## config.mk

```make
export PLATFORM = sky130hd
export DESIGN_NAME = rqz_datapath
export DESIGN_NICKNAME = d
export VERILOG_FILES = /design/src/hdl/rqz_pkg.sv /design/src/hdl/rqz_datapath.sv
export SDC_FILE = /design/constraint.sdc
export NUM_CORES = 2
export LEC_CHECK = 0
export ABC_CLOCK_PERIOD_IN_PS = 28400
export BUFFER_PORTS_ARGS = -buffer_cell sky130_fd_sc_hd__buf_2
export CORE_MARGIN = 2
export CORE_UTILIZATION = 68
export DETAILED_ROUTE_END_ITERATION = 8
export GPL_TIMING_DRIVEN = 0
export PLACE_DENSITY = 0.95
export SLEW_MARGIN = 0
export SYNTH_ARGS = -nofsm -noshare
export SYNTH_HDL_FRONTEND = slang
export SYNTH_SLANG_ARGS = --single-unit
```

## constraint.sdc

```tcl
create_clock -name vclk -period 28.4
set_input_delay 2.84 -clock vclk [all_inputs]
set_output_delay 2.84 -clock vclk [all_outputs]
set_load 0.01 [all_outputs]
```

## src/hdl/rqz_pkg.sv

```systemverilog
package rqz_pkg;

   // register indexes on the csr port
   localparam logic [1:0] CSR_SCALE      = 2'd0;
   localparam logic [1:0] CSR_OFFSET     = 2'd1;
   localparam logic [1:0] CSR_CLAMP_LOW  = 2'd2;
   localparam logic [1:0] CSR_CLAMP_HIGH = 2'd3;

   localparam int CSR_INDEX_W = 2;
   localparam int CSR_DATA_W  = 30;

   // scale field layout
   localparam int MANT_W  = 23;
   localparam int EXP_W   = 7;
   localparam int SHIFT_W = 5;

   // shift = 126 - exponent, saturated to 0..31
   localparam logic [EXP_W-1:0]   SHIFT_BASE   = 7'd126;
   localparam logic [EXP_W-1:0]   EXP_MAX      = 7'd127;
   localparam logic [EXP_W-1:0]   EXP_MIN_FULL = 7'd95;
   localparam logic [SHIFT_W-1:0] SHIFT_MAX    = 5'd31;

   // reset values (scale 0.5)
   localparam logic [MANT_W-1:0]  MANT_RESET  = 23'h0;
   localparam logic [SHIFT_W-1:0] SHIFT_RESET = 5'd0;
   localparam logic [7:0]         ZP_RESET    = 8'd0;
   localparam logic [7:0]         CLAMP_LOW_RESET  = 8'd0;
   localparam logic [7:0]         CLAMP_HIGH_RESET = 8'd255;

   typedef struct packed {
      logic signed [31:0] accumulator;
      logic               last_in;
   } req_payload_type;

   typedef struct packed {
      logic [7:0] quantized;
      logic       last_out;
   } rsp_payload_type;

   // derived configuration seen by the datapath
   typedef struct packed {
      logic [MANT_W-1:0]  mant;
      logic [SHIFT_W-1:0] shift;
      logic [7:0]         offset;
      logic [7:0]         clamp_low;
      logic [7:0]         clamp_high;
   } cfg_type;

endpackage

```

## src/hdl/rqz_datapath.sv

```systemverilog
module rqz_datapath (
   input  rqz_pkg::cfg_type   cfg,
   input  logic signed [31:0] accumulator,
   output logic [7:0]         quantized
);
   import rqz_pkg::*;

   logic signed [24:0] mult_s;
   logic signed [56:0] prod;
   logic signed [56:0] prod_rnd;
   logic signed [31:0] q;
   logic [31:0]        mask;
   logic [31:0]        low_bits;
   logic signed [32:0] rem;
   logic signed [32:0] thr;
   logic               round_up;
   logic signed [31:0] q_shr;
   logic signed [32:0] sh;
   logic signed [16:0] sat16;
   logic signed [17:0] with_zp;
   logic [7:0]         u8;
   logic [7:0]         upper_clamped;

   // q31 multiply: multiplier is {1, mant} << 7, the << 7 folds into the bit pick
   assign mult_s   = $signed({2'b01, cfg.mant});
   assign prod     = accumulator * mult_s;
   assign prod_rnd = prod + 57'sh0800000;
   assign q        = prod_rnd[55:24];

   // rounding divide by 2^shift, ties away from zero
   assign mask     = (32'h1 << cfg.shift) - 32'h1;
   assign low_bits = q & mask;
   assign rem      = $signed({1'b0, low_bits}) - $signed({32'b0, q[31]});
   assign thr      = $signed({1'b0, (mask >> 1)});
   assign round_up = rem > thr;
   assign q_shr    = q >>> cfg.shift;
   assign sh       = $signed({q_shr[31], q_shr}) + $signed({32'b0, round_up});

   always_comb begin
      if (sh < -33'sd32768) begin
         sat16 = -17'sd32768;
      end else if (sh > 33'sd32767) begin
         sat16 = 17'sd32767;
      end else begin
         sat16 = sh[16:0];
      end
   end

   // the int16 saturation after the add never bites before the 0..255 clip
   assign with_zp = $signed({sat16[16], sat16}) + $signed({10'b0, cfg.offset});

   always_comb begin
      if (with_zp[17]) begin
         u8 = 8'd0;
      end else if (with_zp > 18'sd255) begin
         u8 = 8'd255;
      end else begin
         u8 = with_zp[7:0];
      end
   end

   // upper bound first, so crossed bounds give clamp_low
   assign upper_clamped = (u8 > cfg.clamp_high) ? cfg.clamp_high : u8;
   assign quantized     = (upper_clamped < cfg.clamp_low) ? cfg.clamp_low : upper_clamped;

endmodule

```

==> results_dict.tcl <==
set metrics [dict create \
    status "finished with violations" \
    violations "DRC" \
    synth_top_area_share_pct 42.2 \
    yosysWarningCount 0 \
    layout_common_cells "inv_1 (851), fa_1 (777), and2_1 (523)" \
    arrival_ns 24.76 \
    placement.io_buffers 87 \
    rows 85 \
    grt_pass1_vias 37151 \
    area_growth_pct 5.25 \
    finalCritPeriodShare_pct 97.2 \
    grt_max_degree 16 \
    setup_violations 0 \
    wl_um 150000 \
    io_pins 92 \
    initial_core_util_pct 68.8 \
    drt_iter0_drc 5039 \
    crit_fanout 15 \
    yosysSeqAreaShare_pct 0 \
    num_vias 36123 \
    synth_area_um2 37000 \
    place_area_um2 38300 \
    max_clock_freq_ghz 0.0362 \
    antenna_found_initial 12 \
    gr-total-overflow 0 \
    viasPerCell 6.80 \
    crit_top_cell "o21a_1" \
    report.final.slew_viol_count 0 \
    finalCriticalPeriod_ns 27.60 \
    seq_area_um2 0 \
    relSlewSlack_pct 14.7 \
    worstSetupPathType "input pin to output pin" \
    hp-class "input pin to output pin" \
    drc_errors 2 \
    ys_types 109 \
    dieArea_um2 56300 \
    synth_top_area_cell "fa_1" \
    cts_hold_buf 0 \
    start_kind "input pin" \
    design.seq.count 0 \
    dr.pass1.iters 9 \
    syn_nets 5586 \
    final_area_um2 39000 \
    grt_pass1_wl_um 225000 \
    worstPathRequired_ns 25.56 \
    clock_buffers 0 \
    hp-start "cfg[12]" \
    routabilityCongestion 1.14 \
    layout-drive-gt1-share_pct 7.43 \
    grt_usage_pct 54.0 \
    worst_pin_slew_ns 1.27 \
    hold_viol 0 \
    slowest_stage "fa_1" \
    wl_per_cell_um 28.3 \
    final_common_cell "inv_1" \
    die_w_um 237 \
    end_kind "output pin" \
    core_area_um2 53800 \
    postRouteAntennaNets 0 \
    syn_inst 4484 \
    synth.top_cells.by_area "fa_1 (42%), and2_1 (8.8%), inv_1 (8.6%), ha_1 (8.0%), nand2_1 (4.7%)" \
    avgSynthCellArea_um2 8.26 \
    nets 5707 \
    hpwl_um 124000 \
    fillerInstances 3937 \
    critPathMaxStageDelay_ns 0.63 \
    max_cap_violations 0 \
    die_y_um 237 \
    crit_path_start "cfg[33]" \
]
==> cell families after synthesis <==
logic type	count (synthesis)	synth area share, %
muxes	37	1.23
adders and majority gates	1018	50.2
other	1	0.0101
buffers and inverters	1087	11.2
AOI/OAI and AO/OA	713	13.6
and+or+nand+nor	1543	21.6
xor gates and xnor gates	85	2.08
==> path summary, 6_finish.rpt <==
kind,endpoint,slack [ns],cells after the start
min,quantized[4],6.01,3
max,quantized[3],0.80,98
==> area by class of cell <==
class	instances	area [µm²]	area share [%]
timing repair buffer	122	733	1.88
buffer	228	1050	2.69
inverter	856	3220	8.26
tap	696	871	2.23
multi-input combinational	3397	33100	84.9
antenna	11	27.5	0.0706
==> synthesized netlist by cell type (10+ instances only) <==
| cell type | count |
|---|---|
| o31ai_1 | 11 |
| a21oi_1 | 159 |
| inv_1 | 852 |
| nor2b_1 | 17 |
| and4_1 | 15 |
| and3_1 | 28 |
| mux2i_1 | 18 |
| nor3_1 | 54 |
| nand4_1 | 54 |
| a2111oi_0 | 12 |
| a211o_1 | 18 |
| buf_2 | 28 |
| a221oi_1 | 16 |
| o21a_1 | 37 |
| or3_1 | 22 |
| a32oi_1 | 12 |
| o22ai_1 | 18 |
| o211ai_1 | 37 |
| and2_1 | 523 |
| a211oi_1 | 39 |
| nand2_1 | 462 |
| o32ai_1 | 10 |
| a22oi_1 | 13 |
| a31oi_1 | 17 |
| o2111ai_1 | 12 |
| o21ai_0 | 117 |
| o21bai_1 | 10 |
| clkbuf_1 | 188 |
| fa_1 | 780 |
| nand3_1 | 69 |
| ha_1 | 238 |
| xnor2_1 | 47 |
| nor4_1 | 30 |
| o21ai_1 | 18 |
| a21o_1 | 32 |
| xor2_1 | 36 |
| nor2_1 | 200 |
| nand2b_1 | 16 |
==> repair_timing <==
| item | in CTS | in global routing |
|---|---|---|
| hold endpoints to repair | 0 | 0 |
| pin swaps | 1 | 12 |
| setup buffers | 3 | 31 |
| resized for setup | 49 | 146 |
| endpoints found under the setup margin | 8 | 8 |
==> stage by stage <==
| step | cells | setup slack (ns) | util (%) | hold WS, ns | TNS (ns) |
|---|---|---|---|---|---|
| after floorplan | 4484 | 3.12 | - | 5.82 | 0 |
| after CTS | 5270 | 0.146 | 71.5 | 6.01 | 0 |
| after detailed placement | 5268 | -1.51 | 71.2 | 6.01 | -11.41 |
| after global routing | 5300 | -0.0544 | 72.4 | 6.02 | -0.266 |
| after global placement | 5267 | -1.27 | 71.2 | 6.01 | -9.63 |
| final | 5310 | 0.797 | 72.4 | 6.01 | 0 |
==> metal layers <==
layer	part of all wire, %	GRT usage (%)	up-vias
li1	-	-	14624
met4	10	41.1	10
met2	42	79.0	3152
met1	33	63.5	17263
met3	15	22.2	1074
met5	0.075	0.519	-
==> worst max-delay path, delay by kind of cell <==
kind,cells,cell delay [ns]
buffers and inverters,17,3.19
muxes,1,0.30
AOI/OAI and AO/OA,49,9.35
and+or+nand+nor,14,2.74
adders and majority gates,17,6.28
