## config.mk

```make
export PLATFORM = sky130hd
export DESIGN_NAME = rqz_csr
export DESIGN_NICKNAME = d
export VERILOG_FILES = /design/src/hdl/rqz_pkg.sv /design/src/hdl/rqz_csr.sv
export SDC_FILE = /design/constraint.sdc
export NUM_CORES = 1
export LEC_CHECK = 0
export BUFFER_PORTS_ARGS = -buffer_cell sky130_fd_sc_hd__buf_2
export CORE_ASPECT_RATIO = 1.25
export CORE_MARGIN = 2
export CORE_UTILIZATION = 46
export CTS_CLUSTER_DIAMETER = 50
export DETAILED_ROUTE_END_ITERATION = 12
export PLACE_DENSITY = 0.78
export SETUP_SLACK_MARGIN = 0.15
export SYNTH_ARGS = -nofsm -noshare
export SYNTH_HDL_FRONTEND = slang
export SYNTH_SLANG_ARGS = --single-unit
```

## constraint.sdc

```tcl
create_clock -name clock -period 1.42 [get_ports clock]
set_input_delay 0.213 -clock clock [delete_from_list [all_inputs] [get_ports clock]]
set_output_delay 0.213 -clock clock [all_outputs]
set_load 0.005 [all_outputs]
```

## src/hdl/rqz_pkg.sv

```systemverilog
package rqz_pkg;

   // register indexes on the csr port
   localparam logic [1:0] CSR_SCALE      = 2'd0;
   localparam logic [1:0] CSR_OFFSET     = 2'd1;
   localparam logic [1:0] CSR_CLAMP_LOW  = 2'd2;
   localparam logic [1:0] CSR_CLAMP_HIGH = 2'd3;

   localparam int CSR_INDEX_W = 2;
   localparam int CSR_DATA_W  = 30;

   // scale field layout
   localparam int MANT_W  = 23;
   localparam int EXP_W   = 7;
   localparam int SHIFT_W = 5;

   // shift = 126 - exponent, saturated to 0..31
   localparam logic [EXP_W-1:0]   SHIFT_BASE   = 7'd126;
   localparam logic [EXP_W-1:0]   EXP_MAX      = 7'd127;
   localparam logic [EXP_W-1:0]   EXP_MIN_FULL = 7'd95;
   localparam logic [SHIFT_W-1:0] SHIFT_MAX    = 5'd31;

   // reset values (scale 0.5)
   localparam logic [MANT_W-1:0]  MANT_RESET  = 23'h0;
   localparam logic [SHIFT_W-1:0] SHIFT_RESET = 5'd0;
   localparam logic [7:0]         ZP_RESET    = 8'd0;
   localparam logic [7:0]         CLAMP_LOW_RESET  = 8'd0;
   localparam logic [7:0]         CLAMP_HIGH_RESET = 8'd255;

   typedef struct packed {
      logic signed [31:0] accumulator;
      logic               last_in;
   } req_payload_type;

   typedef struct packed {
      logic [7:0] quantized;
      logic       last_out;
   } rsp_payload_type;

   // derived configuration seen by the datapath
   typedef struct packed {
      logic [MANT_W-1:0]  mant;
      logic [SHIFT_W-1:0] shift;
      logic [7:0]         offset;
      logic [7:0]         clamp_low;
      logic [7:0]         clamp_high;
   } cfg_type;

endpackage

```

## src/hdl/rqz_csr.sv

```systemverilog
module rqz_csr (
   input  logic                                clock,
   input  logic                                reset,
   input  logic                                csr_write_en,
   input  logic [rqz_pkg::CSR_INDEX_W-1:0]     csr_index,
   input  logic [rqz_pkg::CSR_DATA_W-1:0]      csr_wdata,
   output rqz_pkg::cfg_type                    cfg
);
   import rqz_pkg::*;

   logic [MANT_W-1:0]  mant_ff;
   logic [SHIFT_W-1:0] shift_ff;
   logic [SHIFT_W-1:0] shift_in;
   logic [7:0]         offset_ff;
   logic [7:0]         clamp_low_ff;
   logic [7:0]         clamp_high_ff;
   logic [EXP_W-1:0]   wr_exp;
   logic [EXP_W-1:0]   shift_raw;

   // shift is worked out once at write time
   assign wr_exp    = csr_wdata[MANT_W +: EXP_W];
   assign shift_raw = SHIFT_BASE - wr_exp;

   always_comb begin
      if (wr_exp == EXP_MAX) begin
         shift_in = '0;
      end else if (wr_exp < EXP_MIN_FULL) begin
         shift_in = SHIFT_MAX;
      end else begin
         shift_in = shift_raw[SHIFT_W-1:0];
      end
   end

   always_ff @(posedge clock) begin
      if (reset) begin
         mant_ff       <= MANT_RESET;
         shift_ff      <= SHIFT_RESET;
         offset_ff     <= ZP_RESET;
         clamp_low_ff  <= CLAMP_LOW_RESET;
         clamp_high_ff <= CLAMP_HIGH_RESET;
      end else if (csr_write_en) begin
         unique case (csr_index)
            CSR_SCALE: begin
               mant_ff  <= csr_wdata[MANT_W-1:0];
               shift_ff <= shift_in;
            end
            CSR_OFFSET:     offset_ff     <= csr_wdata[7:0];
            CSR_CLAMP_LOW:  clamp_low_ff  <= csr_wdata[7:0];
            CSR_CLAMP_HIGH: clamp_high_ff <= csr_wdata[7:0];
            default: ;
         endcase
      end
   end

   assign cfg.mant       = mant_ff;
   assign cfg.shift      = shift_ff;
   assign cfg.offset     = offset_ff;
   assign cfg.clamp_low  = clamp_low_ff;
   assign cfg.clamp_high = clamp_high_ff;

endmodule

```

==> impl_metrics.ini <==
[synth]
syn_avg_cell_area_um2 = 8.79
syn-num-nets = 260
synth.distinct_cells = 26
synth_cells = 224
ys_ff_latch = 52
yosysSeqAreaShare_pct = 52.9
synth-warning-count = 0
syn-cell-area_mm2 = 0.00197

[place]
dpl.hpwl_mm = 3.45
post-place-ws_ns = -0.0214
dpl.cell_count = 363
place_area_mm2 = 0.00250
routabilityCongestion = 0.896
port_buffers = 86

[grt]
grt_use_total_pct = 20.4
grt_antenna_before_repair = 0
grt_pass1_vias = 1836
gr-total-overflow = 0
grt_pass1_wl_mm = 7.98
grt_max_degree = 38

[floorplanning]
core_mm2 = 0.00410
ioPinCount = 87
initial_core_util_pct = 48.0
dieArea_mm2 = 0.00482
die_x_um = 62.5
row_count = 26
die_h_um = 77.2

[power_and_ir_drop]
p_leak_nw = 1.30
peakVddDrop_uv = 783
power_density_mw_per_mm2 = 1080

[worst_setup_path]
cp-end-kind = flop
start_kind = primary input
cpPeakStageDelay_ns = 0.47
critPathMaxFanout = 4
crit_path_top_delay_cell = or3b_1
required_ns = 1.64
crit_type = in -> reg
critPathTopFamily = compound AO/OA/AOI/OAI gates
crit_buf_inv = 1
path_cells = buf_2 > or3b_1 > a41oi_2 > o21ai_0 > a21oi_1
worstPathArrival_ns = 1.35

[hold_path]
hold_path_class = in -> reg

[route]
wl_mm = 4.58
drc = 0
drt_iter0_drc = 45
wl_per_cell_um = 12.4
vias = 1787
viasPerCell = 4.84
drtPass1Iterations = 4
ant_nets = 0

[timing]
grt_setup_unrepaired = false
setup_viol = 0
setup_slack_ns = 0.295
min_period_ns = 1.13
slew_viol_final = 0
slew_headroom_pct = 75.1
finalHoldViolCount = 0
fin_crit_sh_pct = 79.3
worst_pin_slew_ns = 0.372
fmax_mhz = 889
fin_skew_ns = 0

[clocking]
cts_sinks = 52
cts_inserted_buffers = 5
htreeDepth = 2
clk_pin_slew_worst_paths_ns = 0.09
postCtsHoldBufs = 0
postCtsSetupBuffers = 0
root_buffer = clkbuf_8
cts_tree = done
cts_buffer_depth = 2
post_cts_resized = 0
clkLatencyLatePin_ns = 0.29

[final_layout]
diodes = 0
stdcell_count = 369
area_delta_synth_final_pct = 31.8
stdcell_area_mm2 = 0.00260
final_nets = 350
drive_gt1_share_pct = 33.9

[run_status]
status = complete, no violations

[run]
maxCapViolations = 0
==> final timing paths <==
check,start,end,slack [ns],depth (start not counted)
setup / recovery,csr_index[1],shift_ff[1],0.29,5
hold / removal,csr_wdata[9],mant_ff[9],0.15,3
setup reg to reg,offset_ff[1],offset_ff[1],0.80,2
hold reg to reg,shift_ff[2],shift_ff[2],0.45,2
==> registers in the layout, summed over array words and instances, names as in the netlist <==
signal,cells
clamp_low_ff,8
offset_ff,8
shift_ff,5
mant_ff,23
clamp_high_ff,8
==> layer usage <==
layer	global-route usage (%)	vias to the layer above	wire length, um	share of wire (%)
li1	-	914	-	-
met1	20.2	812	1850	40
met2	38.8	55	2370	52
met3	6.74	6	303	6.6
met4	7.78	0	57	1.2
met5	0	-	0	0
==> where the power goes <==
part / switching, W / internal [W]
logic: 0.000166 / 0.000151
registers: 0.0000257 / 0.00151
clock network: 0.000442 / 0.000506
==> cell usage after synthesis (all sizes together) <==
cell type	n	area share [%]
nand3	2	0.51
o21ai	4	1.0
nand2	67	13
a21oi	27	6.9
xor2	1	0.44
and3	3	0.95
dfxtp	52	53
inv	1	0.19
and4	1	0.44
or3b	1	0.44
a31oi	1	0.32
nor3	1	0.25
a21boi	1	0.38
ha	1	0.64
a2111oi	1	1.4
nand3b	10	3.8
a41oi	1	0.83
clkbuf	6	1.1
nor2	17	3.2
mux2i	16	8.1
nor3b	1	0.64
buf	8	2.3
xnor2	1	0.44
==> logic make-up (layout without fill, tap and decap cells) <==
logic type | count (synthesis) | in the layout | synth area share, %
simple gates | 103 | 103 | 23.1
flops | 52 | 52 | 52.9
compound gates | 35 | 35 | 10.8
mux | 16 | 16 | 8.13
buf+inv | 15 | 104 | 3.62
xor+xnor | 2 | 2 | 0.890
fa+ha+maj | 1 | 1 | 0.635
==> cell type report <==
type | count | area [um^2]
timing repair buffer | 97 | 526
inverter | 1 | 3.75
sequential | 52 | 1040
multi-input combinational | 157 | 857
tap | 56 | 70.1
fill | 383 | 1500
clock inverter | 1 | 30.0
clock buffer | 5 | 68.8
==> metrics by stage <==
| stage | hold WS (ns) | total power, W | setup TNS (ns) | util (%) |
|---|---|---|---|---|
| after floorplan | 0.334 | 0.00172 | 0 | - |
| after detailed placement | 0.443 | 0.00189 | -0.0214 | 60.9 |
| final | 0.146 | 0.00280 | 0 | 63.3 |
| after global placement | 0.439 | 0.00188 | 0 | 60.9 |
| after global routing | 0.146 | 0.00293 | 0 | 63.3 |
| after CTS | 0.138 | 0.00283 | 0 | 63.3 |
==> placed cells by master (no fill, tap or decap) <==
| cell type | count |
|---|---|
| and4_1 | 1 |
| clkbuf_8 | 5 |
| o21ai_0 | 2 |
| inv_1 | 1 |
| a21boi_1 | 1 |
| and3_1 | 3 |
| a2111oi_4 | 1 |
| nor2_1 | 17 |
| xnor2_1 | 1 |
| nor3_1 | 1 |
| o21ai_1 | 2 |
| or3b_1 | 1 |
| a21oi_1 | 27 |
| nand3_1 | 2 |
| a41oi_2 | 1 |
| nand2_1 | 67 |
| buf_12 | 1 |
| dfxtp_1 | 52 |
| xor2_1 | 1 |
| buf_4 | 10 |
| bufinv_16 | 1 |
| ha_1 | 1 |
| mux2i_1 | 16 |
| nand3b_1 | 10 |
| nor3b_2 | 1 |
| a31oi_1 | 1 |
| buf_2 | 86 |
==> worst register-to-register path: stages, from the launching register on <==
cell and delay (ns):
dfxtp_1 0.31, mux2i_1 0.15, nor2_1 0.06
No activity file was read; power rests on OpenSTA's default activity.
